### config.mk
export PLATFORM = sky130hd
export DESIGN_NAME = scalar_kalman_estimator_unit
export DESIGN_NICKNAME = d
export VERILOG_FILES = /design/src/rtl/core/ske_pkg.sv /design/src/rtl/core/ske_serial_divider.sv /design/src/rtl/core/ske_serial_multiplier.sv /design/src/rtl/core/scalar_kalman_estimator_unit.sv
export VERILOG_INCLUDE_DIRS = /design/src /design/src/rtl/core
export SDC_FILE = /design/constraint.sdc
export NUM_CORES = 2
export LEC_CHECK = 0
export ABC_AREA = 0
export BUFFER_PORTS_ARGS = -buffer_cell sky130_fd_sc_hd__buf_2
export CORE_MARGIN = 2
export CORE_UTILIZATION = 45
export DETAILED_ROUTE_END_ITERATION = 12
export MAX_ROUTING_LAYER = met4
export REMOVE_ABC_BUFFERS = 1
export SETUP_SLACK_MARGIN = 0.4
export SYNTH_ARGS = -nofsm -noshare
export SYNTH_HDL_FRONTEND = slang
export SYNTH_SLANG_ARGS = --single-unit
### constraint.sdc
create_clock -name clk -period 8.7 [get_ports clk]
set_input_delay 0.435 -clock clk [delete_from_list [all_inputs] [get_ports clk]]
set_output_delay 0.435 -clock clk [all_outputs]
set_load 0.005 [all_outputs]
### src/rtl/core/assert_macros.svh
// ----------------------------------------------------------------------------
// Assertion macros
// Shared concurrent assertion forms, clocked on clk and disabled in reset.
// ----------------------------------------------------------------------------
`ifndef ASSERT_MACROS_SVH
`define ASSERT_MACROS_SVH

// Same-cycle implication: when ante holds, cons must hold on that edge.
`define SKE_ASSERT_IMP(label, ante, cons, msg) \
    label: assert property (@(posedge clk) disable iff (!rst_n) (ante) |-> (cons)) \
        else $error(msg);

// Next-cycle implication: when ante holds, cons must hold on the next edge.
`define SKE_ASSERT_NXT(label, ante, cons, msg) \
    label: assert property (@(posedge clk) disable iff (!rst_n) (ante) |=> (cons)) \
        else $error(msg);

`endif

### src/rtl/core/ske_pkg.sv
// ----------------------------------------------------------------------------
// Scalar Kalman estimator package
// Field widths, fixed-point constants and register indexes.
// ----------------------------------------------------------------------------
package ske_pkg;

    // Field and datapath widths.
    localparam int MEAS_W      = 16;  // integer measurement
    localparam int FRAC_W      = 16;  // fraction bits of Q16.16
    localparam int FIX_W       = 32;  // Q16.16 estimate and errors
    localparam int SUM_W       = 33;  // sum of two errors
    localparam int GAIN_W      = 17;  // Q1.16 gain, 0 to 1.0 inclusive
    localparam int Q_W         = 24;  // Q8.16 process noise
    localparam int CFG_IDX_W   = 2;
    localparam int CFG_DATA_W  = 32;
    localparam int OUT_TDATA_W = 104;

    // Fixed-point constants.
    localparam logic [GAIN_W-1:0] ONE_Q16  = 17'h10000;
    localparam logic [15:0]       HALF_Q16 = 16'h8000;

    // Register indexes.
    localparam logic [CFG_IDX_W-1:0] REG_MEAS_ERR   = 2'd0;
    localparam logic [CFG_IDX_W-1:0] REG_INIT_ERR   = 2'd1;
    localparam logic [CFG_IDX_W-1:0] REG_PROC_NOISE = 2'd2;

    // Register reset values.
    localparam logic [FIX_W-1:0] MEAS_ERR_RST   = 32'd4194304;
    localparam logic [FIX_W-1:0] INIT_ERR_RST   = 32'd4194304;
    localparam logic [Q_W-1:0]   PROC_NOISE_RST = 24'd65536;

endpackage

### src/rtl/core/ske_serial_divider.sv
// ----------------------------------------------------------------------------
// Serial gain divider
// Restoring divider, one quotient bit per cycle: floor(e * 2^16 / s).
// ----------------------------------------------------------------------------
module ske_serial_divider (
    input  logic                         clk,
    input  logic                         rst_n,
    input  logic                         start,
    input  logic [ske_pkg::FIX_W-1:0]    dividend,
    input  logic [ske_pkg::SUM_W-1:0]    divisor,
    output logic                         done,
    output logic [ske_pkg::GAIN_W-1:0]   quotient
);
    import ske_pkg::*;

    localparam int CNT_W = $clog2(GAIN_W + 1);

    logic [SUM_W-1:0]  rem_reg;
    logic [SUM_W-1:0]  div_reg;
    logic [GAIN_W-1:0] shin_reg;
    logic [GAIN_W-1:0] quo_reg;
    logic [CNT_W-1:0]  cnt_reg;
    logic              done_reg;

    logic [SUM_W:0]    trial;
    logic              fits;
    logic [SUM_W:0]    trial_diff;

    // The quotient never exceeds 2^16, so the top dividend bits start in the
    // remainder and only the last GAIN_W bits are shifted in.
    always_comb
    begin
        trial      = {rem_reg, shin_reg[GAIN_W-1]};
        fits       = (trial >= {1'b0, div_reg});
        trial_diff = trial - {1'b0, div_reg};
    end

    // Iteration control.
    always_ff @(posedge clk or negedge rst_n)
    begin
        if (!rst_n)
        begin
            cnt_reg  <= '0;
            done_reg <= 1'b0;
        end
        else if (start)
        begin
            cnt_reg  <= CNT_W'(GAIN_W);
            done_reg <= 1'b0;
        end
        else
        begin
            done_reg <= (cnt_reg == CNT_W'(1));
            if (cnt_reg != '0)
            begin
                cnt_reg <= cnt_reg - CNT_W'(1);
            end
        end
    end

    // Remainder and quotient shift registers.
    always_ff @(posedge clk)
    begin
        if (start)
        begin
            rem_reg  <= {2'b00, dividend[FIX_W-1:1]};
            div_reg  <= divisor;
            shin_reg <= {dividend[0], {(GAIN_W-1){1'b0}}};
            quo_reg  <= '0;
        end
        else if (cnt_reg != '0)
        begin
            rem_reg  <= fits ? trial_diff[SUM_W-1:0] : trial[SUM_W-1:0];
            shin_reg <= {shin_reg[GAIN_W-2:0], 1'b0};
            quo_reg  <= {quo_reg[GAIN_W-2:0], fits};
        end
    end

    assign done     = done_reg;
    assign quotient = quo_reg;

endmodule

### src/rtl/core/ske_serial_multiplier.sv
// ----------------------------------------------------------------------------
// Serial multiplier
// Shift-add multiplier that retires one multiplier bit per cycle.
// ----------------------------------------------------------------------------
module ske_serial_multiplier #(
    parameter int A_W = ske_pkg::FIX_W,
    parameter int B_W = ske_pkg::Q_W
) (
    input  logic               clk,
    input  logic               rst_n,
    input  logic               start,
    input  logic [A_W-1:0]     multiplicand,
    input  logic [B_W-1:0]     multiplier,
    output logic               done,
    output logic [A_W+B_W-1:0] product
);
    import ske_pkg::*;

    localparam int P_W   = A_W + B_W;
    localparam int CNT_W = $clog2(B_W + 1);

    logic [A_W-1:0]   a_reg;
    logic [B_W-1:0]   b_reg;
    logic [P_W-1:0]   acc_reg;
    logic [CNT_W-1:0] cnt_reg;
    logic             done_reg;

    logic [A_W-1:0]   addend;
    logic [A_W:0]     partial;

    // Add the multiplicand into the upper half when the current bit is set.
    always_comb
    begin
        addend  = b_reg[0] ? a_reg : '0;
        partial = {1'b0, acc_reg[P_W-1:B_W]} + {1'b0, addend};
    end

    // Iteration control.
    always_ff @(posedge clk or negedge rst_n)
    begin
        if (!rst_n)
        begin
            cnt_reg  <= '0;
            done_reg <= 1'b0;
        end
        else if (start)
        begin
            cnt_reg  <= CNT_W'(B_W);
            done_reg <= 1'b0;
        end
        else
        begin
            done_reg <= (cnt_reg == CNT_W'(1));
            if (cnt_reg != '0)
            begin
                cnt_reg <= cnt_reg - CNT_W'(1);
            end
        end
    end

    // Operand and accumulator shift registers.
    always_ff @(posedge clk)
    begin
        if (start)
        begin
            a_reg   <= multiplicand;
            b_reg   <= multiplier;
            acc_reg <= '0;
        end
        else if (cnt_reg != '0)
        begin
            b_reg   <= {1'b0, b_reg[B_W-1:1]};
            acc_reg <= {partial, acc_reg[B_W-1:1]};
        end
    end

    assign done    = done_reg;
    assign product = acc_reg;

endmodule

### src/rtl/core/scalar_kalman_estimator_unit.sv
// Sequence: an accepted input beat runs the 17-step serial divider, skipped when
// the summed error is zero, then the two 17-bit shift-add multiplies side by side,
// then the one 24-bit multiply; a new input beat is taken only back in idle.
// Reset: asynchronous, active low; configuration registers take their defaults, the next
// measurement seeds the estimate and no result beat is pending.
// ----------------------------------------------------------------------------
// Scalar Kalman estimator unit
// Fixed-point scalar Kalman filter with bit-serial divide and multiply.
// ----------------------------------------------------------------------------
`include "assert_macros.svh"

module scalar_kalman_estimator_unit (
    input  logic                             clk,
    input  logic                             rst_n,
    // Configuration write port.
    input  logic                             cfg_wr_en,
    input  logic [ske_pkg::CFG_IDX_W-1:0]    cfg_addr,
    input  logic [ske_pkg::CFG_DATA_W-1:0]   cfg_wdata,
    // Input stream.
    input  logic                             s_tvalid,
    output logic                             s_tready,
    input  logic [15:0]                      s_tdata,   // [15:0] measurement
    input  logic [0:0]                       s_tuser,   // [0] restart
    // Result stream.
    output logic                             m_tvalid,
    input  logic                             m_tready,
    // [15:0] estimate_rounded, [47:16] estimate_full, [64:48] gain,
    // [96:65] estimate_error_out, [103:97] zero
    output logic [ske_pkg::OUT_TDATA_W-1:0]  m_tdata
);
    import ske_pkg::*;

    // Sequencer states.
    localparam logic [3:0] S_IDLE = 4'd0;
    localparam logic [3:0] S_SUM  = 4'd1;
    localparam logic [3:0] S_DIVS = 4'd2;
    localparam logic [3:0] S_DIV  = 4'd3;
    localparam logic [3:0] S_MULS = 4'd4;
    localparam logic [3:0] S_MUL  = 4'd5;
    localparam logic [3:0] S_CHG  = 4'd6;
    localparam logic [3:0] S_QS   = 4'd7;
    localparam logic [3:0] S_Q    = 4'd8;
    localparam logic [3:0] S_ERR  = 4'd9;
    localparam logic [3:0] S_FIN  = 4'd10;

    localparam int P1_W = FIX_W + GAIN_W;
    localparam int P3_W = FIX_W + Q_W;
    localparam int T2_W = P3_W - FRAC_W + 1;

    logic [3:0]         state_reg;
    logic [3:0]         state_next;

    // Configuration registers.
    logic [FIX_W-1:0]   r_reg;
    logic [FIX_W-1:0]   e0_reg;
    logic [Q_W-1:0]     q_reg;

    // Filter state.
    logic               first_reg;
    logic [FIX_W-1:0]   last_reg;
    logic [FIX_W-1:0]   err_reg;

    // Working registers of one update.
    logic [FIX_W-1:0]   meas_reg;
    logic [SUM_W-1:0]   sum_reg;
    logic [FIX_W-1:0]   diff_reg;
    logic               neg_reg;
    logic [GAIN_W-1:0]  gain_reg;
    logic [FIX_W-1:0]   change_reg;
    logic [FIX_W-1:0]   t1_reg;
    logic [FIX_W-1:0]   est_reg;
    logic [T2_W-1:0]    t2_reg;

    logic               m_tvalid_reg;
    logic [OUT_TDATA_W-1:0] m_tdata_reg;

    logic               in_beat;
    logic               out_free;
    logic [FIX_W-1:0]   meas_q;

    logic               div_start;
    logic               div_done;
    logic [GAIN_W-1:0]  div_quo;
    logic               mul_start;
    logic               mul_done;
    logic               mul_err_done;
    logic [P1_W-1:0]    p_diff;
    logic [P1_W-1:0]    p_err;
    logic               q_start;
    logic               q_done;
    logic [P3_W-1:0]    p_q;

    logic [P1_W-1:0]    change_sum;
    logic [P1_W-1:0]    t1_sum;
    logic [P3_W:0]      t2_sum;
    logic [T2_W:0]      err_sum;
    logic [FIX_W-1:0]   err_next;
    logic [FIX_W:0]     rnd_sum;
    logic [MEAS_W-1:0]  rnd;

    assign in_beat  = s_tvalid && s_tready;
    assign out_free = !m_tvalid_reg || m_tready;
    assign meas_q   = {s_tdata[MEAS_W-1:0], {FRAC_W{1'b0}}};

    assign s_tready = (state_reg == S_IDLE);
    assign m_tvalid = m_tvalid_reg;
    assign m_tdata  = m_tdata_reg;

    // Sequencer next state.
    always_comb
    begin
        state_next = state_reg;
        unique case (state_reg)
            S_IDLE: if (in_beat) state_next = S_SUM;
            S_SUM:  state_next = S_DIVS;
            S_DIVS: state_next = (sum_reg == '0) ? S_MULS : S_DIV;
            S_DIV:  if (div_done) state_next = S_MULS;
            S_MULS: state_next = S_MUL;
            S_MUL:  if (mul_done) state_next = S_CHG;
            S_CHG:  state_next = S_QS;
            S_QS:   state_next = S_Q;
            S_Q:    if (q_done) state_next = S_ERR;
            S_ERR:  state_next = S_FIN;
            S_FIN:  if (out_free) state_next = S_IDLE;
            default: state_next = S_IDLE;
        endcase
    end

    assign div_start = (state_reg == S_DIVS) && (sum_reg != '0);
    assign mul_start = (state_reg == S_MULS);
    assign q_start   = (state_reg == S_QS);

    always_ff @(posedge clk or negedge rst_n)
    begin
        if (!rst_n)
        begin
            state_reg <= S_IDLE;
        end
        else
        begin
            state_reg <= state_next;
        end
    end

    // Configuration writes; indexes beyond the list are ignored.
    always_ff @(posedge clk or negedge rst_n)
    begin
        if (!rst_n)
        begin
            r_reg  <= MEAS_ERR_RST;
            e0_reg <= INIT_ERR_RST;
            q_reg  <= PROC_NOISE_RST;
        end
        else if (cfg_wr_en)
        begin
            unique case (cfg_addr)
                REG_MEAS_ERR:   r_reg  <= cfg_wdata;
                REG_INIT_ERR:   e0_reg <= cfg_wdata;
                REG_PROC_NOISE: q_reg  <= cfg_wdata[Q_W-1:0];
                default: ;
            endcase
        end
    end

    // Filter state: seeding on the first or a restart beat, update at the end of a step.
    always_ff @(posedge clk or negedge rst_n)
    begin
        if (!rst_n)
        begin
            first_reg <= 1'b1;
            last_reg  <= '0;
            err_reg   <= INIT_ERR_RST;
        end
        else if (in_beat)
        begin
            first_reg <= 1'b0;
            if (first_reg || s_tuser[0])
            begin
                last_reg <= meas_q;
                err_reg  <= e0_reg;
            end
        end
        else if ((state_reg == S_FIN) && out_free)
        begin
            last_reg <= est_reg;
            err_reg  <= err_next;
        end
    end

    // Rounding of the products and the estimate, and the saturating error sum.
    always_comb
    begin
        change_sum = p_diff + P1_W'(neg_reg ? {1'b0, HALF_Q16 - 16'd1} : {1'b0, HALF_Q16});
        t1_sum     = p_err + P1_W'(HALF_Q16);
        t2_sum     = {1'b0, p_q} + (P3_W + 1)'(HALF_Q16);
        err_sum    = {1'b0, t2_reg} + (T2_W + 1)'(t1_reg);
        err_next   = (err_sum[T2_W:FIX_W] != '0) ? {FIX_W{1'b1}} : err_sum[FIX_W-1:0];
        rnd_sum    = {1'b0, est_reg} + (FIX_W + 1)'(HALF_Q16);
        rnd        = rnd_sum[FIX_W] ? {MEAS_W{1'b1}} : rnd_sum[FIX_W-1:FRAC_W];
    end

    // Working registers of the update.
    always_ff @(posedge clk)
    begin
        if (in_beat)
        begin
            meas_reg <= meas_q;
        end
        if (state_reg == S_SUM)
        begin
            sum_reg <= {1'b0, err_reg} + {1'b0, r_reg};
            if (meas_reg >= last_reg)
            begin
                diff_reg <= meas_reg - last_reg;
                neg_reg  <= 1'b0;
            end
            else
            begin
                diff_reg <= last_reg - meas_reg;
                neg_reg  <= 1'b1;
            end
        end
        if (state_reg == S_DIVS)
        begin
            gain_reg <= '0;
        end
        else if ((state_reg == S_DIV) && div_done)
        begin
            gain_reg <= div_quo;
        end
        if (state_reg == S_CHG)
        begin
            change_reg <= change_sum[P1_W-2:FRAC_W];
            t1_reg     <= t1_sum[P1_W-2:FRAC_W];
        end
        if (state_reg == S_QS)
        begin
            est_reg <= neg_reg ? (last_reg - change_reg) : (last_reg + change_reg);
        end
        if (state_reg == S_ERR)
        begin
            t2_reg <= t2_sum[P3_W:FRAC_W];
        end
    end

    // Output register toward the result stream.
    always_ff @(posedge clk or negedge rst_n)
    begin
        if (!rst_n)
        begin
            m_tvalid_reg <= 1'b0;
        end
        else if ((state_reg == S_FIN) && out_free)
        begin
            m_tvalid_reg <= 1'b1;
        end
        else if (m_tready)
        begin
            m_tvalid_reg <= 1'b0;
        end
    end

    always_ff @(posedge clk)
    begin
        if ((state_reg == S_FIN) && out_free)
        begin
            m_tdata_reg <= {7'b0, err_next, gain_reg, est_reg, rnd};
        end
    end

    // Gain divider.
    ske_serial_divider u_div (
        .clk      (clk),
        .rst_n    (rst_n),
        .start    (div_start),
        .dividend (err_reg),
        .divisor  (sum_reg),
        .done     (div_done),
        .quotient (div_quo)
    );

    // Gain times the innovation.
    ske_serial_multiplier #(
        .A_W (FIX_W),
        .B_W (GAIN_W)
    ) u_mul_diff (
        .clk          (clk),
        .rst_n        (rst_n),
        .start        (mul_start),
        .multiplicand (diff_reg),
        .multiplier   (gain_reg),
        .done         (mul_done),
        .product      (p_diff)
    );

    // One minus gain times the prior error.
    ske_serial_multiplier #(
        .A_W (FIX_W),
        .B_W (GAIN_W)
    ) u_mul_err (
        .clk          (clk),
        .rst_n        (rst_n),
        .start        (mul_start),
        .multiplicand (err_reg),
        .multiplier   (ONE_Q16 - gain_reg),
        .done         (mul_err_done),
        .product      (p_err)
    );

    // Process noise times the size of the estimate change.
    ske_serial_multiplier #(
        .A_W (FIX_W),
        .B_W (Q_W)
    ) u_mul_q (
        .clk          (clk),
        .rst_n        (rst_n),
        .start        (q_start),
        .multiplicand (change_reg),
        .multiplier   (q_reg),
        .done         (q_done),
        .product      (p_q)
    );

    // Checks on the update sequence.
    `SKE_ASSERT_IMP(a_gain_range, (state_reg == S_MULS), (gain_reg <= ONE_Q16), "gain above one")
    `SKE_ASSERT_IMP(a_mul_pair, (mul_done || mul_err_done), (mul_done && mul_err_done && (state_reg == S_MUL)), "multipliers out of step")
    `SKE_ASSERT_IMP(a_div_done, div_done, (state_reg == S_DIV), "divider done outside divide state")
    `SKE_ASSERT_IMP(a_est_bounds, (state_reg == S_FIN), (neg_reg ? (est_reg <= last_reg && est_reg >= meas_reg) : (est_reg >= last_reg && est_reg <= meas_reg)), "estimate outside prior and measurement")
    `SKE_ASSERT_NXT(a_result_load, ((state_reg == S_FIN) && out_free), (m_tvalid_reg && (state_reg == S_IDLE)), "result beat not presented")

endmodule
==> flow_summary_export.csv <==
group,metric,value,unit
clock_tree,root_buffer,"clkbuf_16",
cells_and_area,final_layout_size_suffix_gt1_share,10.4,%
logic_synthesis,synth_ff_type,"edfxtp_1",
worst_setup_path,endpoint_kind,"register",
timing,worstMarginPinSlew,1.15,ns
logic_synthesis,ys_types,90,
worst_setup_path,worstPathMaxFanout,28,
logic_synthesis,synthArstFlopShare,20.7,%
worst_hold_path,hold_class,"input port to register",
route,drtIter0Drc,2142,
clock_tree,clk_path_buf_depth,3,
clock_tree,cts-buffers-inserted,98,
route,drc,0,
timing,drv_slew,0,
route,wl_per_cell,18.6,um
worst_setup_path,crit_required,9.11,ns
route,viasPerCell,5.43,
cells_and_area,register_area,23800,um2
clock_tree,post_cts_buffers,0,
die,dieWidth,329,um
placed_design,hpwl,84.2,mm
outcome,status,"completed",
logic_synthesis,synth_edf_count,535,
logic_synthesis,syn_area,47500,um2
placed_design,portBuffers,154,
timing,finClkSkew,0.0261,ns
route,dr_total_vias,34057,
worst_setup_path,rrSetupSlack,4.06,ns
logic_synthesis,synth-seq-area-share,50.1,%
clock_tree,cts_tree,"built",
die,die_area,108000,um2
flow_run,maxCapViolations,0,
cells_and_area,n_fill_cell,9467,
timing,fmax,215,MHz
die,start_util,45.2,%
die,row_count,119,
timing,finalSetupViolations,0,
power_and_ir_drop,power_leakage,21.9,nW
timing,fin_tns_setup,0,ns
logic_synthesis,ys_ff_latch,876,
cells_and_area,largest_reg_flops,97,
cells_and_area,final_cells,6277,
cells_and_area,n_antenna_cell,0,
clock_tree,insertion_delay,0.69,ns
cells_and_area,area_growth,12.3,%
route,first_pass_iters,5,
logic_synthesis,synthCells,4639,
die,fp.dieH,329,um
grt,antenna_found_initial,0,
placed_design,place_congestion,0.885,
clock_tree,cts_max_level,3,
grt,grt_pass1_wl,184,mm
route,antenna_left,0,
timing,rsz0062_at_grt,"false",
worst_setup_path,cp-start-kind,"register",
die,core,105000,um2
grt,first_global_vias,33156,
clock_tree,clk_pin_slew,0.07,ns
logic_synthesis,synth.avg_cell_area,10.2,um2
cells_and_area,final_nets,5150,
power_and_ir_drop,ir_worst_vdd,173,uV
clock_tree,cts-resized-gates,0,
timing,final.period_utilization,53.4,%
grt,grt_max_degree,79,
worst_setup_path,arrival,5.06,ns
cells_and_area,multi_input_area,22500,um2
worst_setup_path,criticalPathCategory,"register to register",
clock_tree,cts_sinks,876,
timing,slew_headroom,23.3,%
die,ioPinCount,162,
power_and_ir_drop,powerDensity,172,nW/um2
timing,finalHoldViolations,0,
logic_synthesis,synth_warnings,0,
grt,grt_overflow,0,
placed_design,placed_cells,6069,
grt,grt_usage,22.1,%
timing,min_period,4.64,ns
route,totalWireLength,117,mm
[kinds of logic after synthesis]
family | synth area share (%)
simple gates | 15.1
buf+inv | 2.82
other cells | 0.00790
fa+ha+maj | 7.87
flops | 50.1
compound gates | 14.7
xor+xnor | 6.86
mux | 2.60
[Yosys cell counts (all sizes together), types with 20 or more instances]
master  number  area [um2]
nand2      667        2500
a21o       157        1180
a211oi      46         350
nor3b       21         158
dfxtp      160        3200
and2       111         694
a31oi       69         432
ha         286        3580
buf         32         211
nor4        27         190
a21oi      420        2100
xor2       118        1030
or3         32         205
nand3      105         526
o21ai      178         891
inv        164         616
xnor2      254        2220
nand2b      45         282
o21a        48         360
o21bai      37         278
and3        54         338
mux2        92        1040
clkbuf     133         499
nand4       36         225
nor3        68         340
nor2b       40         250
dfrtp      176        4400
edfxtp     535       16100
nor2       289        1090
o31ai       30         244
mux2i       20         200
[layer usage]
metal	share of wire [%]	up-vias	wire [um]	global-route usage [%]
li1	-	16977	-	-
met1	46	16336	53000	28.6
met2	48	579	56400	36.7
met3	3.5	165	4130	2.62
met4	2.5	0	2930	5.89
met5	0	-	0	-
[path summary, 6_finish.rpt]
| kind | from | depth (start not counted) | endpoint |
|---|---|---|---|
| worst max-delay path | last_reg[1] | 14 | diff_reg[29] |
| worst min-delay path | cfg_wdata[20] | 2 | q_reg[20] |
| min in group asynchronous | rst_n | 2 | last_reg[4] |
| max in group asynchronous | rst_n | 4 | u_mul_q.cnt_reg[4] |
| worst min register to register | diff_reg[5] | 0 | u_mul_diff.a_reg[5] |
| worst max register to register | last_reg[1] | 14 | diff_reg[29] |
[report_power, final]
group	internal, mW	switching [mW]	total [mW]
logic	0.196	0.202	0.398
registers	4.47	0.0402	4.51
clock network	2.54	1.74	4.29
[stage by stage]
| stage | power, mW | setup WS [ns] | util, % | hold slack (ns) | area (um2) |
|---|---|---|---|---|---|
| 3_3_place_gp | 4.97 | 4.08 | 47.4 | 0.400 | 49800 |
| 3_5_place_dp | 4.98 | 4.01 | 47.4 | 0.405 | 49800 |
| 4_1_cts | 9.29 | 4.00 | 50.8 | 0.000741 | 53300 |
| 6_report | 9.19 | 4.06 | 50.8 | 0.0467 | 53300 |
| 5_1_grt | 9.51 | 3.77 | 50.8 | 0.0110 | 53300 |
| 2_1_floorplan | 4.87 | 2.69 | - | 0.139 | 46800 |
[placed cells by master, fill, tap and decap left out, drive strengths merged, types with 54 or more instances in the layout]
master / instances
nor2: 289
nor3: 68
xor2: 118
and2: 111
edfxtp: 535
dfrtp: 176
inv: 173
mux2: 92
a21o: 157
and3: 54
buf: 197
nand3: 105
o21ai: 178
a31oi: 69
clkbuf: 136
nand2: 667
xnor2: 254
a21oi: 420
dfxtp: 160
ha: 286
[critical path, stage by stage (launching register included)]
cell	delay, ns
dfrtp_1	0.45
inv_1	0.12
ha_1	0.17
or3b_1	0.42
nor4_2	0.50
a41o_1	0.27
a21oi_1	0.13
o31ai_1	0.36
a21oi_1	0.15
o21ai_1	0.19
a31o_2	0.58
inv_2	0.34
a2111oi_0	0.41
a31oi_1	0.10
xor2_1	0.17
[cell type report]
cell class	count	share of cell area [%]
well taps	1391	3.26
multi-input cells	3436	42.1
inverters	168	1.21
repair buffers	220	2.49
flip-flops and latches	876	44.6
clock buffers	135	5.23
clock inverters	51	1.04
[what timing repair did]
item | CTS | global route
hold endpoints to repair | 100 | 0
hold buffers | 22 | 0
endpoints found under the setup margin | 0 | 0
No activity file was read; power rests on OpenSTA's default activity.
